**src/cttm_pkg.sv**
```systemverilog
// Shared types, constants and codes of the connector thermal trip monitor.
package cttm_pkg;

    localparam int SENSOR_COUNT_DEF = 2;
    localparam int QUEUE_DEPTH      = 2;

    localparam int TEMP_W  = 19;
    localparam int DIFF_W  = TEMP_W + 1;
    localparam int GAP_W   = 16;
    localparam int BOARD_W = 9;
    localparam int RLIM_W  = 29;
    localparam int RATE_W  = 30;
    localparam int NUM_W   = 29;
    localparam int CFG_W   = 29;
    localparam int CIDX_W  = 3;

    localparam logic signed [TEMP_W-1:0] DEFLT_MILLI  = 19'sd25000;
    localparam logic signed [TEMP_W-1:0] MARGIN_MILLI = 19'sd1000;
    localparam logic signed [TEMP_W-1:0] DEFLT_DEG    = 19'sd25;
    localparam logic signed [TEMP_W-1:0] MARGIN_DEG   = 19'sd1;
    localparam logic [9:0]               MS_PER_S     = 10'd1000;

    typedef enum logic [CIDX_W-1:0] {
        CFG_MILLI_MODE   = 3'd0,
        CFG_TRIP_TEMP    = 3'd1,
        CFG_RECOVER_TEMP = 3'd2,
        CFG_BOARD_COMBO  = 3'd3,
        CFG_RATE_COMBO   = 3'd4,
        CFG_BOARD_LIMIT  = 3'd5,
        CFG_RATE_LIMIT   = 3'd6,
        CFG_PROT_DISABLE = 3'd7
    } t_cfg_idx;

    typedef struct packed {
        logic                      milli_mode;
        logic signed [TEMP_W-1:0]  trip_temp;
        logic signed [TEMP_W-1:0]  recover_temp;
        logic signed [TEMP_W-1:0]  board_combo_temp;
        logic signed [TEMP_W-1:0]  rate_combo_temp;
        logic signed [BOARD_W-1:0] board_limit;
        logic [RLIM_W-1:0]         rate_limit;
        logic                      protect_disable;
    } t_cfg;

    typedef enum logic [1:0] {
        K_SEED,
        K_HOLD,
        K_DIVIDE
    } t_kind;

    typedef enum logic [1:0] {
        EV_NONE      = 2'd0,
        EV_TRIPPED   = 2'd1,
        EV_RECOVERED = 2'd2,
        EV_ALARM_CLR = 2'd3
    } t_event;

    typedef enum logic [1:0] {
        ST_IDLE,
        ST_LOAD,
        ST_DIV,
        ST_FINISH
    } t_state;

    // One classified sample, as it travels from the front to the back.
    typedef struct packed {
        t_kind                     kind;
        logic signed [DIFF_W-1:0]  diff0;
        logic signed [DIFF_W-1:0]  diff1;
        logic [GAP_W-1:0]          gap;
        logic                      hot;
        logic signed [TEMP_W-1:0]  temp;
        logic signed [BOARD_W-1:0] board;
        logic                      online;
        logic                      cable;
        logic                      otg;
    } t_work;

endpackage

```
**src/cttm_front.sv**
```systemverilog
// Front end: accepts samples, keeps the previous temperatures and classifies each sample.
module cttm_front #(
    parameter int SENSOR_COUNT = cttm_pkg::SENSOR_COUNT_DEF
) (
    input  logic                                i_clk,
    input  logic                                i_rst_n,
    input  logic                                i_valid,
    output logic                                o_stall,
    input  logic signed [cttm_pkg::TEMP_W-1:0]  i_temp_a,
    input  logic signed [cttm_pkg::TEMP_W-1:0]  i_temp_b,
    input  logic [cttm_pkg::GAP_W-1:0]          i_gap_ms,
    input  logic signed [cttm_pkg::BOARD_W-1:0] i_board_temp,
    input  logic                                i_charger_online,
    input  logic                                i_cable_present,
    input  logic                                i_otg_present,
    input  logic                                i_milli_mode,
    input  logic                                i_full,
    output logic                                o_push,
    output cttm_pkg::t_work                     o_word
);

    logic                               r_seeded;
    logic signed [cttm_pkg::TEMP_W-1:0] r_prev [2];

    logic signed [cttm_pkg::TEMP_W-1:0] deflt;
    logic signed [cttm_pkg::TEMP_W-1:0] margin;
    logic signed [cttm_pkg::TEMP_W-1:0] t0;
    logic signed [cttm_pkg::TEMP_W-1:0] t1;
    logic signed [cttm_pkg::TEMP_W-1:0] hot_t;
    logic                               hot;

    assign o_stall = i_full;
    assign o_push  = i_valid && !i_full;

    assign deflt  = i_milli_mode ? cttm_pkg::DEFLT_MILLI : cttm_pkg::DEFLT_DEG;
    assign margin = i_milli_mode ? cttm_pkg::MARGIN_MILLI : cttm_pkg::MARGIN_DEG;
    assign t0     = i_temp_a;
    assign t1     = (SENSOR_COUNT >= 2) ? i_temp_b : deflt;
    assign hot    = (t1 > t0);
    assign hot_t  = hot ? t1 : t0;

    always_comb begin
        if (!r_seeded) begin
            o_word.kind = cttm_pkg::K_SEED;
        end else if (i_gap_ms != '0) begin
            o_word.kind = cttm_pkg::K_DIVIDE;
        end else begin
            o_word.kind = cttm_pkg::K_HOLD;
        end
        o_word.diff0  = {t0[cttm_pkg::TEMP_W-1], t0} - {r_prev[0][cttm_pkg::TEMP_W-1], r_prev[0]};
        o_word.diff1  = {t1[cttm_pkg::TEMP_W-1], t1} - {r_prev[1][cttm_pkg::TEMP_W-1], r_prev[1]};
        o_word.gap    = i_gap_ms;
        o_word.hot    = hot;
        // Compare in one extra bit so that default plus margin cannot wrap.
        o_word.temp   = ($signed({hot_t[cttm_pkg::TEMP_W-1], hot_t}) <
                         ($signed({deflt[cttm_pkg::TEMP_W-1], deflt}) +
                          $signed({margin[cttm_pkg::TEMP_W-1], margin}))) ? deflt : hot_t;
        o_word.board  = i_board_temp;
        o_word.online = i_charger_online;
        o_word.cable  = i_cable_present;
        o_word.otg    = i_otg_present;
    end

    always_ff @(posedge i_clk) begin
        if (!i_rst_n) begin
            r_seeded <= 1'b0;
            r_prev[0] <= '0;
            r_prev[1] <= '0;
        end else if (o_push && (!r_seeded || i_gap_ms != '0)) begin
            r_seeded <= 1'b1;
            r_prev[0] <= t0;
            r_prev[1] <= t1;
        end
    end

endmodule

```
**src/cttm_queue.sv**
```systemverilog
// Short queue of classified samples between the front end and the back end.
module cttm_queue #(
    parameter int DEPTH = cttm_pkg::QUEUE_DEPTH
) (
    input  logic            i_clk,
    input  logic            i_rst_n,
    input  logic            i_push,
    input  cttm_pkg::t_work i_word,
    input  logic            i_pop,
    output logic            o_full,
    output logic            o_empty,
    output cttm_pkg::t_work o_word
);

    localparam int PTR_W = (DEPTH > 1) ? $clog2(DEPTH) : 1;
    localparam int CNT_W = $clog2(DEPTH + 1);

    cttm_pkg::t_work   r_mem [DEPTH];
    logic [PTR_W-1:0]  r_wptr;
    logic [PTR_W-1:0]  r_rptr;
    logic [CNT_W-1:0]  r_count;

    assign o_full  = (r_count == CNT_W'(DEPTH));
    assign o_empty = (r_count == '0);
    assign o_word  = r_mem[r_rptr];

    always_ff @(posedge i_clk) begin
        if (i_push) begin
            r_mem[r_wptr] <= i_word;
        end
    end

    always_ff @(posedge i_clk) begin
        if (!i_rst_n) begin
            r_wptr  <= '0;
            r_rptr  <= '0;
            r_count <= '0;
        end else begin
            if (i_push) begin
                r_wptr <= (r_wptr == PTR_W'(DEPTH - 1)) ? '0 : r_wptr + 1'b1;
            end
            if (i_pop) begin
                r_rptr <= (r_rptr == PTR_W'(DEPTH - 1)) ? '0 : r_rptr + 1'b1;
            end
            if (i_push && !i_pop) begin
                r_count <= r_count + 1'b1;
            end else if (i_pop && !i_push) begin
                r_count <= r_count - 1'b1;
            end
        end
    end

endmodule

```
**src/cttm_back.sv**
```systemverilog
// Back end: serial rate divider shared by both channels, trip decision and output register.
module cttm_back (
    input  logic                                i_clk,
    input  logic                                i_rst_n,
    input  cttm_pkg::t_cfg                      i_cfg,
    input  logic                                i_empty,
    input  cttm_pkg::t_work                     i_word,
    output logic                                o_pop,
    output logic                                o_valid,
    input  logic                                i_stall,
    output logic                                o_tripped,
    output logic                                o_switch_open,
    output logic                                o_alarm,
    output logic [1:0]                          o_event_code,
    output logic signed [cttm_pkg::TEMP_W-1:0]  o_report_temp,
    output logic signed [cttm_pkg::RATE_W-1:0]  o_report_rate,
    output logic                                o_fast_poll
);

    localparam int CNT_W = $clog2(cttm_pkg::NUM_W);

    cttm_pkg::t_state                   r_state;
    cttm_pkg::t_state                   n_state;
    cttm_pkg::t_work                    r_word;
    logic                               r_ch;
    logic                               r_neg;
    logic [cttm_pkg::NUM_W-1:0]         r_num;
    logic [cttm_pkg::GAP_W-1:0]         r_rem;
    logic [CNT_W-1:0]                   r_cnt;
    logic signed [cttm_pkg::RATE_W-1:0] r_rate [2];
    logic                               r_trip;
    logic                               r_alarm;
    logic                               r_out_valid;

    logic                               out_free;
    logic                               fire;
    logic                               div_last;
    logic signed [cttm_pkg::DIFF_W-1:0] diff;
    logic [cttm_pkg::DIFF_W-1:0]        mag;
    logic [cttm_pkg::NUM_W-1:0]         product;
    logic [cttm_pkg::GAP_W:0]           rem_sh;
    logic                               ge;
    logic [cttm_pkg::GAP_W-1:0]         n_rem;
    logic [cttm_pkg::NUM_W-1:0]         n_num;
    logic signed [cttm_pkg::RATE_W-1:0] quot;
    logic signed [cttm_pkg::RATE_W-1:0] rate;
    logic signed [cttm_pkg::RATE_W-1:0] rlim;
    logic                               cond;
    logic                               trip_now;
    logic                               recover;
    logic                               alarm_set;
    logic                               alarm_clr;
    cttm_pkg::t_event                   ev;

    function automatic logic [cttm_pkg::NUM_W-1:0] NUM_W_MUL(
        input logic [cttm_pkg::TEMP_W-1:0] m
    );
        logic [cttm_pkg::NUM_W-1:0] wide;
        wide = {{(cttm_pkg::NUM_W - cttm_pkg::TEMP_W){1'b0}}, m} *
               {{(cttm_pkg::NUM_W - 10){1'b0}}, cttm_pkg::MS_PER_S};
        return wide;
    endfunction

    assign out_free = !r_out_valid || !i_stall;

    // Next state.
    always_comb begin
        n_state = r_state;
        case (r_state)
            cttm_pkg::ST_IDLE: begin
                if (!i_empty) begin
                    n_state = (i_word.kind == cttm_pkg::K_DIVIDE) ? cttm_pkg::ST_LOAD
                                                                  : cttm_pkg::ST_FINISH;
                end
            end
            cttm_pkg::ST_LOAD: begin
                n_state = cttm_pkg::ST_DIV;
            end
            cttm_pkg::ST_DIV: begin
                if (r_cnt == '0) begin
                    n_state = r_ch ? cttm_pkg::ST_FINISH : cttm_pkg::ST_LOAD;
                end
            end
            cttm_pkg::ST_FINISH: begin
                if (out_free) begin
                    n_state = cttm_pkg::ST_IDLE;
                end
            end
            default: begin
                n_state = cttm_pkg::ST_IDLE;
            end
        endcase
    end

    // Control outputs of the sequencer.
    always_comb begin
        o_pop    = 1'b0;
        fire     = 1'b0;
        div_last = 1'b0;
        case (r_state)
            cttm_pkg::ST_IDLE:   o_pop    = !i_empty;
            cttm_pkg::ST_DIV:    div_last = (r_cnt == '0);
            cttm_pkg::ST_FINISH: fire     = out_free;
            default: begin
                o_pop = 1'b0;
            end
        endcase
    end

    // Numerator magnitude for the channel being loaded: |diff| * 1000 fits in NUM_W bits.
    assign diff    = r_ch ? r_word.diff1 : r_word.diff0;
    assign mag     = diff[cttm_pkg::DIFF_W-1] ? (-diff) : diff;
    assign product = NUM_W_MUL(mag[cttm_pkg::TEMP_W-1:0]);

    // One restoring division step per cycle.
    assign rem_sh = {r_rem, r_num[cttm_pkg::NUM_W-1]};
    assign ge     = (rem_sh >= {1'b0, r_word.gap});
    assign n_rem  = ge ? cttm_pkg::GAP_W'(rem_sh - {1'b0, r_word.gap})
                       : rem_sh[cttm_pkg::GAP_W-1:0];
    assign n_num  = {r_num[cttm_pkg::NUM_W-2:0], ge};
    assign quot   = r_neg ? -$signed({1'b0, n_num}) : $signed({1'b0, n_num});

    // Trip, recovery and alarm decision on the updated rates.
    assign rate      = r_rate[r_word.hot];
    assign rlim      = $signed({1'b0, i_cfg.rate_limit});
    assign cond      = (r_word.temp >= i_cfg.trip_temp) ||
                       ((r_word.temp >= i_cfg.board_combo_temp) &&
                        (r_word.board <= i_cfg.board_limit)) ||
                       ((r_word.temp >= i_cfg.rate_combo_temp) && (rate >= rlim));
    assign trip_now  = cond && !r_trip && !i_cfg.protect_disable &&
                       (r_word.cable || r_word.online);
    assign recover   = !trip_now && r_trip && (r_word.temp < i_cfg.recover_temp) &&
                       (rate < rlim) && !r_word.otg && !r_word.cable;
    assign alarm_set = trip_now || r_alarm;
    assign alarm_clr = alarm_set && !r_word.cable;

    always_comb begin
        if (trip_now) begin
            ev = cttm_pkg::EV_TRIPPED;
        end else if (recover) begin
            ev = cttm_pkg::EV_RECOVERED;
        end else if (alarm_clr) begin
            ev = cttm_pkg::EV_ALARM_CLR;
        end else begin
            ev = cttm_pkg::EV_NONE;
        end
    end

    always_ff @(posedge i_clk) begin
        if (!i_rst_n) begin
            r_state     <= cttm_pkg::ST_IDLE;
            r_rate[0]   <= '0;
            r_rate[1]   <= '0;
            r_trip      <= 1'b0;
            r_alarm     <= 1'b0;
            r_out_valid <= 1'b0;
        end else begin
            r_state <= n_state;
            if (o_pop && i_word.kind == cttm_pkg::K_SEED) begin
                r_rate[0] <= '0;
                r_rate[1] <= '0;
            end
            if (div_last) begin
                r_rate[r_ch] <= quot;
            end
            if (fire) begin
                r_trip  <= trip_now ? 1'b1 : (recover ? 1'b0 : r_trip);
                r_alarm <= alarm_set && !alarm_clr;
            end
            if (fire) begin
                r_out_valid <= 1'b1;
            end else if (!i_stall) begin
                r_out_valid <= 1'b0;
            end
        end
    end

    always_ff @(posedge i_clk) begin
        if (o_pop) begin
            r_word <= i_word;
            r_ch   <= 1'b0;
        end
        if (r_state == cttm_pkg::ST_LOAD) begin
            r_num <= product;
            r_rem <= '0;
            r_neg <= diff[cttm_pkg::DIFF_W-1];
            r_cnt <= CNT_W'(cttm_pkg::NUM_W - 1);
        end else if (r_state == cttm_pkg::ST_DIV) begin
            r_num <= n_num;
            r_rem <= n_rem;
            r_cnt <= r_cnt - 1'b1;
            if (div_last) begin
                r_ch <= 1'b1;
            end
        end
        if (fire) begin
            o_tripped     <= trip_now ? 1'b1 : (recover ? 1'b0 : r_trip);
            o_switch_open <= trip_now ? 1'b1 : (recover ? 1'b0 : r_trip);
            o_alarm       <= alarm_set && !alarm_clr;
            o_event_code  <= ev;
            o_report_temp <= r_word.temp;
            o_report_rate <= rate;
            o_fast_poll   <= r_word.otg || r_word.online;
        end
    end

    assign o_valid = r_out_valid;

endmodule

```
**src/connector_thermal_trip_monitor.sv**
```systemverilog
// Top level of the connector thermal trip monitor: configuration registers and the three parts.
//
// Each accepted word carries two connector temperatures, the milliseconds since the previous
// word, a board temperature and the charger, cable and OTG flags; each one yields exactly one
// result word with the trip state, switch control, alarm flag, event code, the clamped hotter
// temperature, its rise rate per second and the poll interval select. The front end takes a
// word whenever the two-entry queue has room, so input and output stall independently. The
// back end sets the pace: a first (seeding) word or a word with a zero gap goes straight to
// the decision, while for any other word both channels' rates first go one after the other
// through one shared restoring divider that retires one quotient bit per cycle (29 bits per
// channel, each after a load step). Configuration registers are written through i_cfg_we,
// i_cfg_index and i_cfg_data and must only be changed while the block is idle.
// With SENSOR_COUNT set to 1 the second channel reads the default temperature and i_temp_b is
// ignored.
module connector_thermal_trip_monitor #(
    parameter int SENSOR_COUNT = cttm_pkg::SENSOR_COUNT_DEF
) (
    input  logic                                i_clk,
    input  logic                                i_rst_n,
    // Input channel.
    input  logic                                i_in_valid,
    output logic                                o_in_stall,
    input  logic signed [cttm_pkg::TEMP_W-1:0]  i_temp_a,
    input  logic signed [cttm_pkg::TEMP_W-1:0]  i_temp_b,
    input  logic [cttm_pkg::GAP_W-1:0]          i_gap_ms,
    input  logic signed [cttm_pkg::BOARD_W-1:0] i_board_temp,
    input  logic                                i_charger_online,
    input  logic                                i_cable_present,
    input  logic                                i_otg_present,
    // Output channel.
    output logic                                o_out_valid,
    input  logic                                i_out_stall,
    output logic                                o_tripped,
    output logic                                o_switch_open,
    output logic                                o_alarm,
    output logic [1:0]                          o_event_code,
    output logic signed [cttm_pkg::TEMP_W-1:0]  o_report_temp,
    output logic signed [cttm_pkg::RATE_W-1:0]  o_report_rate,
    output logic                                o_fast_poll,
    // Configuration write port.
    input  logic                                i_cfg_we,
    input  logic [cttm_pkg::CIDX_W-1:0]         i_cfg_index,
    input  logic [cttm_pkg::CFG_W-1:0]          i_cfg_data
);

    cttm_pkg::t_cfg  r_cfg;
    cttm_pkg::t_work front_word;
    cttm_pkg::t_work queue_word;
    logic            push;
    logic            pop;
    logic            q_full;
    logic            q_empty;

    // Configuration registers. Each write keeps only the low bits of the data that the
    // register holds.
    always_ff @(posedge i_clk) begin
        if (!i_rst_n) begin
            r_cfg.milli_mode       <= 1'b0;
            r_cfg.trip_temp        <= 19'sd65;
            r_cfg.recover_temp     <= 19'sd55;
            r_cfg.board_combo_temp <= 19'sd60;
            r_cfg.rate_combo_temp  <= 19'sd35;
            r_cfg.board_limit      <= 9'sd50;
            r_cfg.rate_limit       <= 29'd4;
            r_cfg.protect_disable  <= 1'b0;
        end else if (i_cfg_we) begin
            case (i_cfg_index)
                cttm_pkg::CFG_MILLI_MODE:   r_cfg.milli_mode       <= i_cfg_data[0];
                cttm_pkg::CFG_TRIP_TEMP:    r_cfg.trip_temp        <= i_cfg_data[18:0];
                cttm_pkg::CFG_RECOVER_TEMP: r_cfg.recover_temp     <= i_cfg_data[18:0];
                cttm_pkg::CFG_BOARD_COMBO:  r_cfg.board_combo_temp <= i_cfg_data[18:0];
                cttm_pkg::CFG_RATE_COMBO:   r_cfg.rate_combo_temp  <= i_cfg_data[18:0];
                cttm_pkg::CFG_BOARD_LIMIT:  r_cfg.board_limit      <= i_cfg_data[8:0];
                cttm_pkg::CFG_RATE_LIMIT:   r_cfg.rate_limit       <= i_cfg_data[28:0];
                cttm_pkg::CFG_PROT_DISABLE: r_cfg.protect_disable  <= i_cfg_data[0];
                default: begin
                    r_cfg <= r_cfg;
                end
            endcase
        end
    end

    // The front end seeds and tracks the previous temperatures, picks the hotter channel and
    // clamps it, so the back end only has to divide and decide.
    cttm_front #(
        .SENSOR_COUNT (SENSOR_COUNT)
    ) u_front (
        .i_clk            (i_clk),
        .i_rst_n          (i_rst_n),
        .i_valid          (i_in_valid),
        .o_stall          (o_in_stall),
        .i_temp_a         (i_temp_a),
        .i_temp_b         (i_temp_b),
        .i_gap_ms         (i_gap_ms),
        .i_board_temp     (i_board_temp),
        .i_charger_online (i_charger_online),
        .i_cable_present  (i_cable_present),
        .i_otg_present    (i_otg_present),
        .i_milli_mode     (r_cfg.milli_mode),
        .i_full           (q_full),
        .o_push           (push),
        .o_word           (front_word)
    );

    cttm_queue #(
        .DEPTH (cttm_pkg::QUEUE_DEPTH)
    ) u_queue (
        .i_clk   (i_clk),
        .i_rst_n (i_rst_n),
        .i_push  (push),
        .i_word  (front_word),
        .i_pop   (pop),
        .o_full  (q_full),
        .o_empty (q_empty),
        .o_word  (queue_word)
    );

    // The back end holds the rise rates and the trip and alarm flags, and drives the output
    // register directly.
    cttm_back u_back (
        .i_clk         (i_clk),
        .i_rst_n       (i_rst_n),
        .i_cfg         (r_cfg),
        .i_empty       (q_empty),
        .i_word        (queue_word),
        .o_pop         (pop),
        .o_valid       (o_out_valid),
        .i_stall       (i_out_stall),
        .o_tripped     (o_tripped),
        .o_switch_open (o_switch_open),
        .o_alarm       (o_alarm),
        .o_event_code  (o_event_code),
        .o_report_temp (o_report_temp),
        .o_report_rate (o_report_rate),
        .o_fast_poll   (o_fast_poll)
    );

endmodule

```
**config.mk**
```make
export PLATFORM = sky130hd
export DESIGN_NAME = connector_thermal_trip_monitor
export DESIGN_NICKNAME = d
export VERILOG_FILES = /design/src/cttm_pkg.sv /design/src/cttm_front.sv /design/src/cttm_queue.sv /design/src/cttm_back.sv /design/src/connector_thermal_trip_monitor.sv
export SDC_FILE = /design/constraint.sdc
export NUM_CORES = 1
export LEC_CHECK = 0
export ABC_AREA = 0
export BUFFER_PORTS_ARGS = -buffer_cell sky130_fd_sc_hd__buf_4
export CAP_MARGIN = 40
export CORE_MARGIN = 8
export CORE_UTILIZATION = 45
export DETAILED_ROUTE_END_ITERATION = 10
export PLACE_DENSITY_LB_ADDON = 0.08
export SLEW_MARGIN = 0
export SYNTH_ARGS = -nofsm -noshare
export SYNTH_HDL_FRONTEND = slang
export SYNTH_SLANG_ARGS = --single-unit
```
**constraint.sdc**
```tcl
create_clock -name i_clk -period 9.8 [get_ports i_clk]
set_input_delay 0.49 -clock i_clk [delete_from_list [all_inputs] [get_ports i_clk]]
set_output_delay 0.49 -clock i_clk [all_outputs]
set_load 0.05 [all_outputs]
```
After elaboration in Yosys (flattened, before gate mapping)
Memory sizes are Yosys's and may differ from the RTL's. A register that Yosys moved wholly into a read port is not among the register bits. Index checks and enable logic that the tools add are counted. Widths: inputs -> output; s select.

Register bits: 320. Memory bits (writable): 278. Bits of input ports: 103. Output and inout port bits: 57. Logic and storage cells: 194. Memories kept: 3.

Memories: u_queue.r_mem (words 2, bits a word 90, read ports 1, clocked after Yosys merged registers in 1, write ports 1, RTL line cttm_queue.sv:18) `cttm_pkg::t_work r_mem [DEPTH];`; u_back.r_rate (words 2, bits a word 30, read ports 1, clocked after Yosys merged registers in 1, write ports 2, RTL line cttm_back.sv:30) `logic signed [cttm_pkg::RATE_W-1:0] r_rate [2];`; u_front.r_prev (words 2, bits a word 19, read ports 2, clocked after Yosys merged registers in 0, write ports 2, RTL line cttm_front.sv:23) `logic signed [cttm_pkg::TEMP_W-1:0] r_prev [2];`.

Add/sub/neg operators: 11. Multiply operators: 1. Magnitude comparators: 10. Equal/unequal tests: 16. Muxes and demuxes: 57. Bitwise gates (word level): 4. Reductions and logical operators: 55.

Operator list (number): $mux 30 (4); $mux 19 (5); $mux 29 (2); $ge 19x19->1 (3); $sub 19x19->20 (2); $ge 30x30->1 (1); $lt 30x30->1 (1); $mux 1 (30); $neg 29->30 (1); $reduce_or 30->1 (1); $mul 19x7->26 const B (1); $mux 2 (11); $add 19x19->20 (1); $lt 19x20->1 (1); $mux 20 (1); $gt 19x19->1 (1); $lt 19x19->1 (1); $neg 19->19 (1); $ge 17x16->1 (1); $logic_and 1x1->1 (17); $mux 16 (1); $reduce_and 2->1 (8); $reduce_bool 16->1 (1); $sub 16x16->16 (1); 23 further kinds (57).

Longest topological paths before layout
Gate-level depths: netlist (run 1).

Depth after elaboration: 15. Depth in mapped cells: 32. Gate-level depth less buffers: 28.

Cells and area by module
Synthesis (run 1) repeated with hierarchy kept, for this count alone.

Cell total of the unflattened synthesis: 2869. Area, all modules: 33114.3 µm².

By module, submodules not included: cttm_back (instances 1, cells an instance 1565, area an instance 17244.0 µm², sequential area each 7497.2 µm²); cttm_queue (instances 1, cells an instance 302, area an instance 6746.5 µm², sequential area each 5505.3 µm²); cttm_front (instances 1, cells an instance 575, area an instance 4679.5 µm², sequential area each 1161.1 µm²); connector_thermal_trip_monitor (instances 1, cells an instance 427, area an instance 4444.3 µm², sequential area each 2322.2 µm²).

Least setup slack after synthesis (run 1)
OpenSTA, ideal clock, no wires.

Path kind: flip-flop to flip-flop. Start point: register u_back.r_ch. End point: register u_back.r_num[23] in the netlist's numbering, data pin. Library setup time: 0.257 ns. Data arrival time: 7.151 ns. Required time: 9.543 ns. Path slack: 2.393 ns. Cell stages (with the launch flop): 30. Path buffers: 4. Period minus slack after synthesis: 7.407 ns. Path through: dfxtp_1 > buf_2 > clkbuf_1 > clkbuf_1 > clkbuf_1 > mux2_2 > inv_1 > ha_1 > inv_1 > nor2_1 > nand3_1 > or3b_2 > nand2_1 > xor2_1 > inv_1 > xnor2_1 > ha_1 > inv_1 > fa_1 > fa_1 > fa_1 > inv_1 > ha_1 > and4_1 > o21ai_0 > o22ai_1 > a211oi_1 > o21ai_0 > a211o_1 > a32o_1.

Word-level cells in the longest chain between the ends: 5.

Ends and longest elaborated chain: start, declared (RTL line cttm_back.sv:25) `logic r_ch;`; start signal, assigned (RTL line cttm_back.sv:181) `r_ch <= 1'b0;`; start signal, assigned (RTL line cttm_back.sv:193) `r_ch <= 1'b1;`; $mux 20 * (RTL line cttm_back.sv:111) `assign diff = r_ch ? r_word.diff1 : r_word.diff0;`; $neg 19->19 (RTL line cttm_back.sv:112) `assign mag = diff[cttm_pkg::DIFF_W-1] ? (-diff) : diff;`; $mux 19 * (RTL line cttm_back.sv:112); $mul 19x7->26 * (RTL line cttm_back.sv:59) `wide = {{(cttm_pkg::NUM_W - cttm_pkg::TEMP_W){1'b0}}, m} *`; $mux 29 * (RTL line cttm_back.sv:183) `if (r_state == cttm_pkg::ST_LOAD) begin`; end signal, assigned (RTL line cttm_back.sv:184) `r_num <= product;`; end signal, assigned (RTL line cttm_back.sv:189) `r_num <= n_num;`; end, declared (RTL line cttm_back.sv:27) `logic [cttm_pkg::NUM_W-1:0] r_num;`.

Every way passes the cells marked *; elsewhere a longest branch is shown, timed or not. A chain may end at the register's enable or synchronous reset.

Worst setup path after layout (run 1)
Start point: register u_back.r_ch. End point: register u_back.r_num[25] in the netlist's numbering, data pin.

Same word-level chain as after synthesis.

==> results of run 1 <==
[area by class of cell]
cell class / count / share of cell area (%)
timing repair buffer: 192 / 4.18
clock buffer: 90 / 5.07
multi-input combinational: 1914 / 38.9
tap: 950 / 3.20
clock inverter: 37 / 1.02
sequential: 600 / 44.3
inverter: 322 / 3.25
[layer usage]
metal  global-route usage (%)  up-vias  part of all wire, %
li1                         -    10652                    -
met3                     3.47      120                  4.4
met5                        0        -                    0
met2                     32.9      420                   48
met1                     24.4    10459                   44
met4                     6.20        0                  2.8
[cells in the final DEF (no fill, tap or decap), drive strengths merged, types with 14 or more instances in the layout]
| cell | synthesis | layout |
|---|---|---|
| xnor2 | 70 | 70 |
| clkbuf | 86 | 90 |
| o21ai | 98 | 98 |
| xor2 | 57 | 57 |
| nand3 | 35 | 35 |
| nor2b | 26 | 26 |
| clkinv | 2 | 27 |
| a211oi | 18 | 18 |
| o21a | 22 | 22 |
| or3 | 17 | 17 |
| edfxtp | 447 | 447 |
| nor3 | 33 | 33 |
| mux2i | 32 | 32 |
| nand4 | 35 | 35 |
| a21o | 37 | 37 |
| dfxtp | 153 | 153 |
| o31ai | 20 | 20 |
| and2 | 49 | 49 |
| a21boi | 106 | 106 |
| a31oi | 14 | 14 |
| nor2 | 175 | 175 |
| nand2 | 345 | 345 |
| ha | 257 | 257 |
| nand2b | 23 | 23 |
| mux2 | 121 | 121 |
| buf | 13 | 192 |
| o211ai | 25 | 25 |
| inv | 320 | 324 |
| a21oi | 107 | 107 |
| fa | 62 | 62 |
[through the flow]
stage	hold WS [ps]	cells	setup slack [ps]	util, %	area (um^2)
floorplan	441	2935	2390	-	32500
global placement	452	3966	2270	48.6	34700
detailed placement	459	3977	2180	48.8	34900
CTS	34.5	4104	2130	52.0	37200
global route	48.4	4105	1940	52.0	37200
finish	81.3	4105	2600	52.0	37200
[logic make-up after synthesis]
kind of cell,Yosys count,share of synthesized area [%]
fa+ha+maj,320,13.7
xor+xnor,127,3.42
mux,153,5.19
flops,600,50.7
simple gates,784,11.0
compound gates,530,11.0
buf+inv,421,4.89
[how the worst max path moves through the flow]
stage	to	cells past startpoint	slack, ps
2_1_floorplan	u_back.r_num[23]	29	2390
5_1_grt	u_back.r_num[25]	28	1940
4_1_cts	u_back.r_num[25]	27	2130
3_3_place_gp	u_back.r_num[25]	27	2270
3_5_place_dp	u_back.r_num[25]	27	2180
6_report	u_back.r_num[25]	28	2600
[worst reg2reg max path, delay by kind of cell, from the launching register on]
family / cells / cell delay, ps
xor gates and xnor gates: 3 / 800
buffers and inverters: 6 / 690
muxes: 1 / 450
DFF: 1 / 340
and+or+nand+nor: 6 / 1130
adders and majority gates: 6 / 2240
AOI/OAI and AO/OA: 6 / 1260
[state kept, by name (all words and copies together) (netlist names), 2 cells and up, named ones only]
register,count
u_queue.r_mem,180
u_queue.r_count,2
u_back.r_state,2
u_back.r_word,88
u_back.o_event_code,2
u_back.r_cnt,5
u_back.o_report_temp,19
u_back.r_rate,60
r_cfg,116
u_back.r_num,29
u_back.o_report_rate,30
u_front.r_prev,38
u_back.r_rem,16
==> reports/metrics.csv, run 1 <==
metric,value,unit
seq_area,16500,um^2
synthTopCellsByCount,"edfxtp_1 (447), nand2_1 (345), inv_1 (320)",
status,finished clean,
cp_data_required_time,10110,ps
slowest_stage,a211oi_1,
drt-total-wl,78800,um
ys_seq_elements,600,
reg2reg_setup_slack,2600,ps
grt_pass1_vias,22301,
finClkSkew,17.4,ps
slowest_delay,590,ps
ant_nets,0,
cpLargestDelayFamily,adder cells,
yosys.area.top_type,edfxtp_1,
critical_path_class,reg2reg,
die_w,285,um
drc_errors,0,
ys_seq_area_share,50.7,%
timing.rr.end,u_back.r_num[25],
hold_depth,1,
rsz0062_at_grt,no,
async_flop_share,0,%
core_area,71500,um^2
finalSetupTns,0,ps
cp_max_fo,48,
postSynthAreaPerCell,11.1,um^2
vias,21651,
numPortBuffers,159,
synth_area,32500,um^2
gr-total-overflow,0,
clk_pin_slew,70,ps
crit_path_start_kind,register,
hold_viol,0,
hpwl,57300,um
startpoint,u_back.r_ch,
place_congestion,0.813,
initial_core_util,45.4,%
antenna_found_initial,1,
clock_path_buffers,3,
synth_edf_count,447,
critPathBufInv,6,
grt_max_degree,71,
cts_buffers,69,
htreeDepth,3,
drive_gt1_share,14.3,%
fillers,6329,
fp.dieArea,81000,um^2
ys.flop_type,edfxtp_1,
layout.nets,3521,
finalCritPeriodShare,73.5,%
clkLatencyLatePin,600,ps
synth_cells,2935,
rr_worst_depth,28,
grt_pass1_wl,124000,um
drt-initial-drc-count,1292,
vias_per_cell,5.27,
synth_top_area_share,41.3,%
min-delay-start,i_board_temp[1],
arrival,7510,ps
dr.pass1.iters,5,
holdCritPathClass,in2reg,
crit_top_cell,inv_1,
clock_sinks,600,
slew_violations,0,
ys_top_cells_by_area,"edfxtp_1 (41%), ha_1 (9.9%), dfxtp_1 (9.4%)",
tightest_slew,858,ps
critPathCaptureType,register,
whs_endpoint,u_queue.r_mem[1][4],
fp-row-count,98,
timing.rr.start,u_back.r_ch,
antenna_cells,0,
max_cap_viol_count,0,
area_delta_synth_final,14.5,%
slew_headroom,42.6,%
synth_cell_type_count,78,
pin_count,160,
yosys_warnings,0,
yosysMostFrequentCell,edfxtp_1,
cts_tree,yes,
grt_usage,19.2,%
multi_input_area,14500,um^2
root_buffer,clkbuf_16,
postCtsSetupBuffers,0,
finalSetupViolCount,0,
postCtsResizedCells,0,
postCtsHoldBufs,0,
fin_crit,7200,ps
fmax,139,MHz
syn-num-nets,3357,
wl_per_cell,19.2,um
die_h,285,um
Power of run 1 is not shown: default switching activity piles up to over one toggle a cycle in this logic, so the estimate is an artifact.
==> inputs of run 2 (changes only) <==
--- a/config.mk
+++ b/config.mk
@@ -5,7 +5,7 @@
 export SDC_FILE = /design/constraint.sdc
 export NUM_CORES = 1
 export LEC_CHECK = 0
-export ABC_AREA = 0
+export ABC_AREA = 1
 export BUFFER_PORTS_ARGS = -buffer_cell sky130_fd_sc_hd__buf_4
 export CAP_MARGIN = 40
 export CORE_MARGIN = 8
==> constraint.sdc (replaced) <==
create_clock -name i_clk -period 6.75 [get_ports i_clk]
set_input_delay 0.3375 -clock i_clk [delete_from_list [all_inputs] [get_ports i_clk]]
set_output_delay 0.3375 -clock i_clk [all_outputs]
set_load 0.05 [all_outputs]
==> run 2 against run 1 <==
Net effect:
- core utilization rose by 0.59 points
- via count is 6.6% higher
- sequential share of layout area shrank 0.57 points
- die area is 0.18% higher
- cell count is 9.2% higher
- global-route usage is 0.50 points higher
- first-iteration DRC count rose by 8.7%
- highest routed layer unchanged
==> reports/metrics.csv, run 2 <==
metric,value,unit
min-delay-start,i_cfg_data[24],
die_h,285,um
yosys_warnings,0,
timing.rr.start,u_back.r_ch,
worst_slack,510,ps
critPathCaptureType,register,
fmax,160,MHz
clk_pin_slew,60,ps
cp-endpoint,u_back.r_num[27],
drc_errors,0,
synthTopCellsByCount,"nand2_1 (522), inv_1 (479), edfxtp_1 (447)",
top_register,u_queue.r_mem,
clock_sinks,600,
vias,23086,
ys_seq_elements,600,
slew_violations,0,
fin_util,52.6,%
fp-row-count,98,
fp.dieArea,81200,um^2
reg2reg_setup_slack,510,ps
async_flop_share,0,%
yosys.area.top_type,edfxtp_1,
rr_worst_depth,30,
core_area,71600,um^2
pin_count,160,
finalSetupViolCount,0,
finClkSkew,21.7,ps
place_inst,4328,
grt_max_degree,76,
antenna_cells,0,
slowest_delay,550,ps
ys_seq_area_share,50.6,%
tightest_slew,918,ps
dr.pass1.iters,5,
grt_usage,19.7,%
postSynthAreaPerCell,9.96,um^2
reg_top3,"u_queue.r_mem (180), r_cfg (116), u_back.r_word (88)",
crit_path_start_kind,register,
slowest_stage,fa_1,
root_buffer,clkbuf_16,
status,finished clean,
gr-total-overflow,0,
grt_pass1_vias,23037,
die_w,285,um
stdcell_count,4482,
finalCritPeriodShare,92.4,%
clock_path_buffers,3,
timing.rr.end,u_back.r_num[27],
yosysMostFrequentCell,nand2_1,
final_cell_mix,"nand2_1 (521), inv_1 (479), edfxtp_1 (447), a21oi_1 (288), ha_1 (255)",
layout_commonest_cell,nand2_1,
cp_data_required_time,7060,ps
arrival,6550,ps
fillers,6509,
cp_max_fo,15,
area_delta_synth_final,15.8,%
synth_area,32500,um^2
syn-num-nets,3691,
place_congestion,0.879,
numPortBuffers,159,
antenna_found_initial,1,
startpoint,u_back.r_ch,
critical_path_class,reg2reg,
layout.nets,3900,
hold_viol,0,
ys.flop_type,edfxtp_1,
synth_top_area_share,41.2,%
holdCritPathClass,in2reg,
slew_headroom,38.7,%
synth_cell_type_count,58,
crit_top_cell,inv_1,
fin_crit,6240,ps
synth_edf_count,447,
synth_cells,3269,
htreeDepth,3,
ys_top_cells_by_area,"edfxtp_1 (41%), ha_1 (9.9%), dfxtp_1 (9.4%)",
drt-total-wl,81400,um
finalSetupTns,0,ps
pre_cts_slack,296,ps
drt-initial-drc-count,1404,
hpwl,61300,um
ant_nets,0,
vias_per_cell,5.15,
largest_reg_flops,180,
drive_gt1_share,13.1,%
initial_core_util,45.5,%
max_cap_viol_count,0,
cts_buffers,70,
clkLatencyLatePin,600,ps
grt_pass1_wl,128000,um
wl_per_cell,18.2,um
cts_tree,yes,
## run 2: logic make-up (layout without fill, tap and decap cells)
kind of cell | count (synthesis) | after routing | share of synthesized area, %
xor gates and xnor gates | 95 | 95 | 2.82
and+or+nand+nor | 956 | 956 | 12.3
muxes | 96 | 96 | 3.33
AOI/OAI and AO/OA | 623 | 623 | 10.4
buffers and inverters | 580 | 843 | 6.78
DFF | 600 | 600 | 50.6
adders and majority gates | 319 | 319 | 13.7
## run 2: how the worst min path moves through the flow
stage                end  slack [ps]  depth (start not counted)
2_1_floorplan   register         420                          2
3_5_place_dp   r_cfg[77]         450                          2
4_1_cts        r_cfg[25]           9                          3
3_3_place_gp    register         420                          1
5_1_grt        r_cfg[25]          20                          3
6_report       r_cfg[25]          50                          3
## run 2: per-stage QoR
stage | area [um^2] | hold slack (ps)
2_1_floorplan | 32600 | 419
3_3_place_gp | 34800 | 423
3_5_place_dp | 35000 | 450
4_1_cts | 37600 | 8.66
5_1_grt | 37700 | 23.2
6_report | 37700 | 49.3
## run 2: timing repair
item	4_1_cts	5_1_grt
setup endpoints to repair	0	6
resized for setup	0	11
hold endpoints to repair	56	0
buffers inserted	0	0
hold buffers	28	0
## run 2: worst max-delay path, delay by kind of cell (launching register included)
kind,cells,cell delay (ps)
fa+ha+maj,6,2610
buf+inv,6,420
flops,1,370
compound gates,5,610
xor+xnor,1,200
simple gates,12,1750
## run 2: per-layer routing
metal  part of all wire [%]  vias up  global-route usage (%)
met4                    2.7        0                    6.07
li1                       -    11518                       -
met2                     48      514                    34.0
met3                    4.7      114                    3.00
met1                     45    10940                    25.4
met5                      0        -                       0
## run 2: area by class of cell
type | instances | area (um^2) | share of cell area [%]
Clock inverter | 35 | 414 | 1.10
Inverter | 494 | 1850 | 4.92
Timing Repair Buffer | 223 | 1870 | 4.97
Clock buffer | 91 | 1910 | 5.08
Tap cell | 950 | 1190 | 3.15
Sequential cell | 600 | 16500 | 43.8
Multi-Input combinational cell | 2089 | 13900 | 37.0
Power of run 2 is left out for the same reason.
==> inputs of run 3 (changes only) <==
--- a/config.mk
+++ b/config.mk
@@ -5,7 +5,6 @@
 export SDC_FILE = /design/constraint.sdc
 export NUM_CORES = 1
 export LEC_CHECK = 0
-export ABC_AREA = 1
 export BUFFER_PORTS_ARGS = -buffer_cell sky130_fd_sc_hd__buf_4
 export CAP_MARGIN = 40
 export CORE_MARGIN = 8
==> constraint.sdc (replaced) <==
create_clock -name i_clk -period 5.5 [get_ports i_clk]
set_input_delay 1.1 -clock i_clk [delete_from_list [all_inputs] [get_ports i_clk]]
set_output_delay 1.1 -clock i_clk [all_outputs]
set_load 0.05 [all_outputs]
==> run 3 against run 2 <==
Net effect:
- the flow now finishes with violations (setup timing)
- fmax rose by 8.4%
- sequential cell count did not move
- first-iteration DRC count fell by 23%
- count of clock-buffer cells in the layout fell by 3
- critical path type unchanged
- critical endpoint unchanged
==> reports/metrics.csv, run 3 (synthesis results as in run 1) <==
metric,value,unit
crit_path_start_kind,register,
finClkSkew,32.9,ps
htreeDepth,3,
grt_pass1_vias,22766,
top_register,u_queue.r_mem,
layout.nets,3665,
clkLatencyLatePin,610,ps
fp.dieArea,81000,um^2
slowest_delay,510,ps
fmax,174,MHz
ant_nets,0,
drc_errors,0,
design_area,38700,um^2
finalSetupViolCount,10,
grt_pass1_wl,125000,um
drt-total-wl,79000,um
initial_core_util,45.4,%
status,"complete, but fails checks",
die_w,285,um
clock_path_buffers,3,
finalCritPeriodShare,105,%
hpwl,58800,um
pre_cts_slack,-399,ps
tightest_slew,944,ps
holdCritPathClass,reg2reg,
fin_crit,5760,ps
dr.pass1.iters,7,
slowest_stage,fa_1,
max_cap_viol_count,0,
clk_pin_slew,70,ps
stdcell_count,4249,
gr-total-overflow,0,
critical_path_class,reg2reg,
violations,setup timing,
hold_viol,0,
grt_usage,19.2,%
slew_headroom,37.1,%
grt_max_degree,88,
antenna_cells,0,
place_area,36200,um^2
wl_per_cell,18.6,um
drive_gt1_share,19.9,%
drt-initial-drc-count,1088,
cp_max_fo,5,
fp-row-count,98,
vias,22203,
cpLargestDelayFamily,adder cells,
clock_sinks,600,
slew_violations,0,
critPathBufInv,6,
arrival,6080,ps
largest_reg_flops,180,
fillers,6234,
antenna_found_initial,1,
numPortBuffers,159,
postCtsHoldBufs,0,
whs,463,ps
core_area,71500,um^2
root_buffer,clkbuf_16,
area_delta_synth_final,19.2,%
place_inst,4114,
pin_count,160,
worst_slack,-257,ps
reg_top3,"u_queue.r_mem (180), r_cfg (116), u_back.r_word (88)",
vias_per_cell,5.23,
final_cell_mix,"edfxtp_1 (447), nand2_1 (344), buf_4 (324), inv_1 (307), ha_1 (245)",
cts_tree,yes,
cts_buffers,69,
cp_data_required_time,5820,ps
rsz0062_at_grt,yes,
critPathCaptureType,register,
place_congestion,0.826,
die_h,285,um
layout_commonest_cell,edfxtp_1,
[run 3: cell types whose count changed in the layout (fill, tap and decap cells not counted), sizes merged, moves of 49 or more]
cell / change
buf: +140
a21oi: -183
nand3: -49
a21boi: +101
nor2: -58
o21ai: -133
inv: -173
nand2: -188
[run 3: repair_timing]
item | CTS | global route
pin swaps | 13 | 13
resized for setup | 21 | 20
setup buffers | 5 | 1
setup endpoints to repair | 13 | 14
[run 3: path summary, 6_finish.rpt]
kind,start,endpoint,slack (ps),depth (start not counted)
worst max-delay path,u_back.r_ch,u_back.r_num[27],-260,28
worst min-delay path,r_cfg[66],r_cfg[66],460,2
worst min register to register,r_cfg[66],r_cfg[66],460,2
worst max register to register,u_back.r_ch,u_back.r_num[27],-260,28
[run 3: area by class of cell]
type / instances / area [um^2] / share of cell area (%)
multi-input cells: 1914 / 14900 / 38.5
clock inverters: 39 / 449 / 1.16
clock buffers: 88 / 1870 / 4.83
repair buffers: 336 / 2620 / 6.76
inverters: 322 / 1210 / 3.12
flip-flops and latches: 600 / 16500 / 42.6
well taps: 950 / 1190 / 3.07
[run 3: per-layer routing]
layer  vias to the layer above  track usage [%]  share of wire (%)
li1                      10938                -                  -
met1                     10722             24.4                 44
met2                       423             33.8                 49
met3                       118             3.11                3.9
met4                         2             5.18                2.5
met5                         -                0              0.016
[run 3: worst min-delay path: stages (launching register included)]
cell      delay, ps
dfxtp_1         310
nand2_1          50
a21boi_0         60
[run 3: metrics by stage]
step	util, %	TNS (ps)
2_1_floorplan	-	-5790
3_3_place_gp	50.4	-1800
3_5_place_dp	50.6	-5370
4_1_cts	54.0	-1900
5_1_grt	54.2	-5470
6_report	54.2	-1810
Power of run 3 is left out for the same reason.
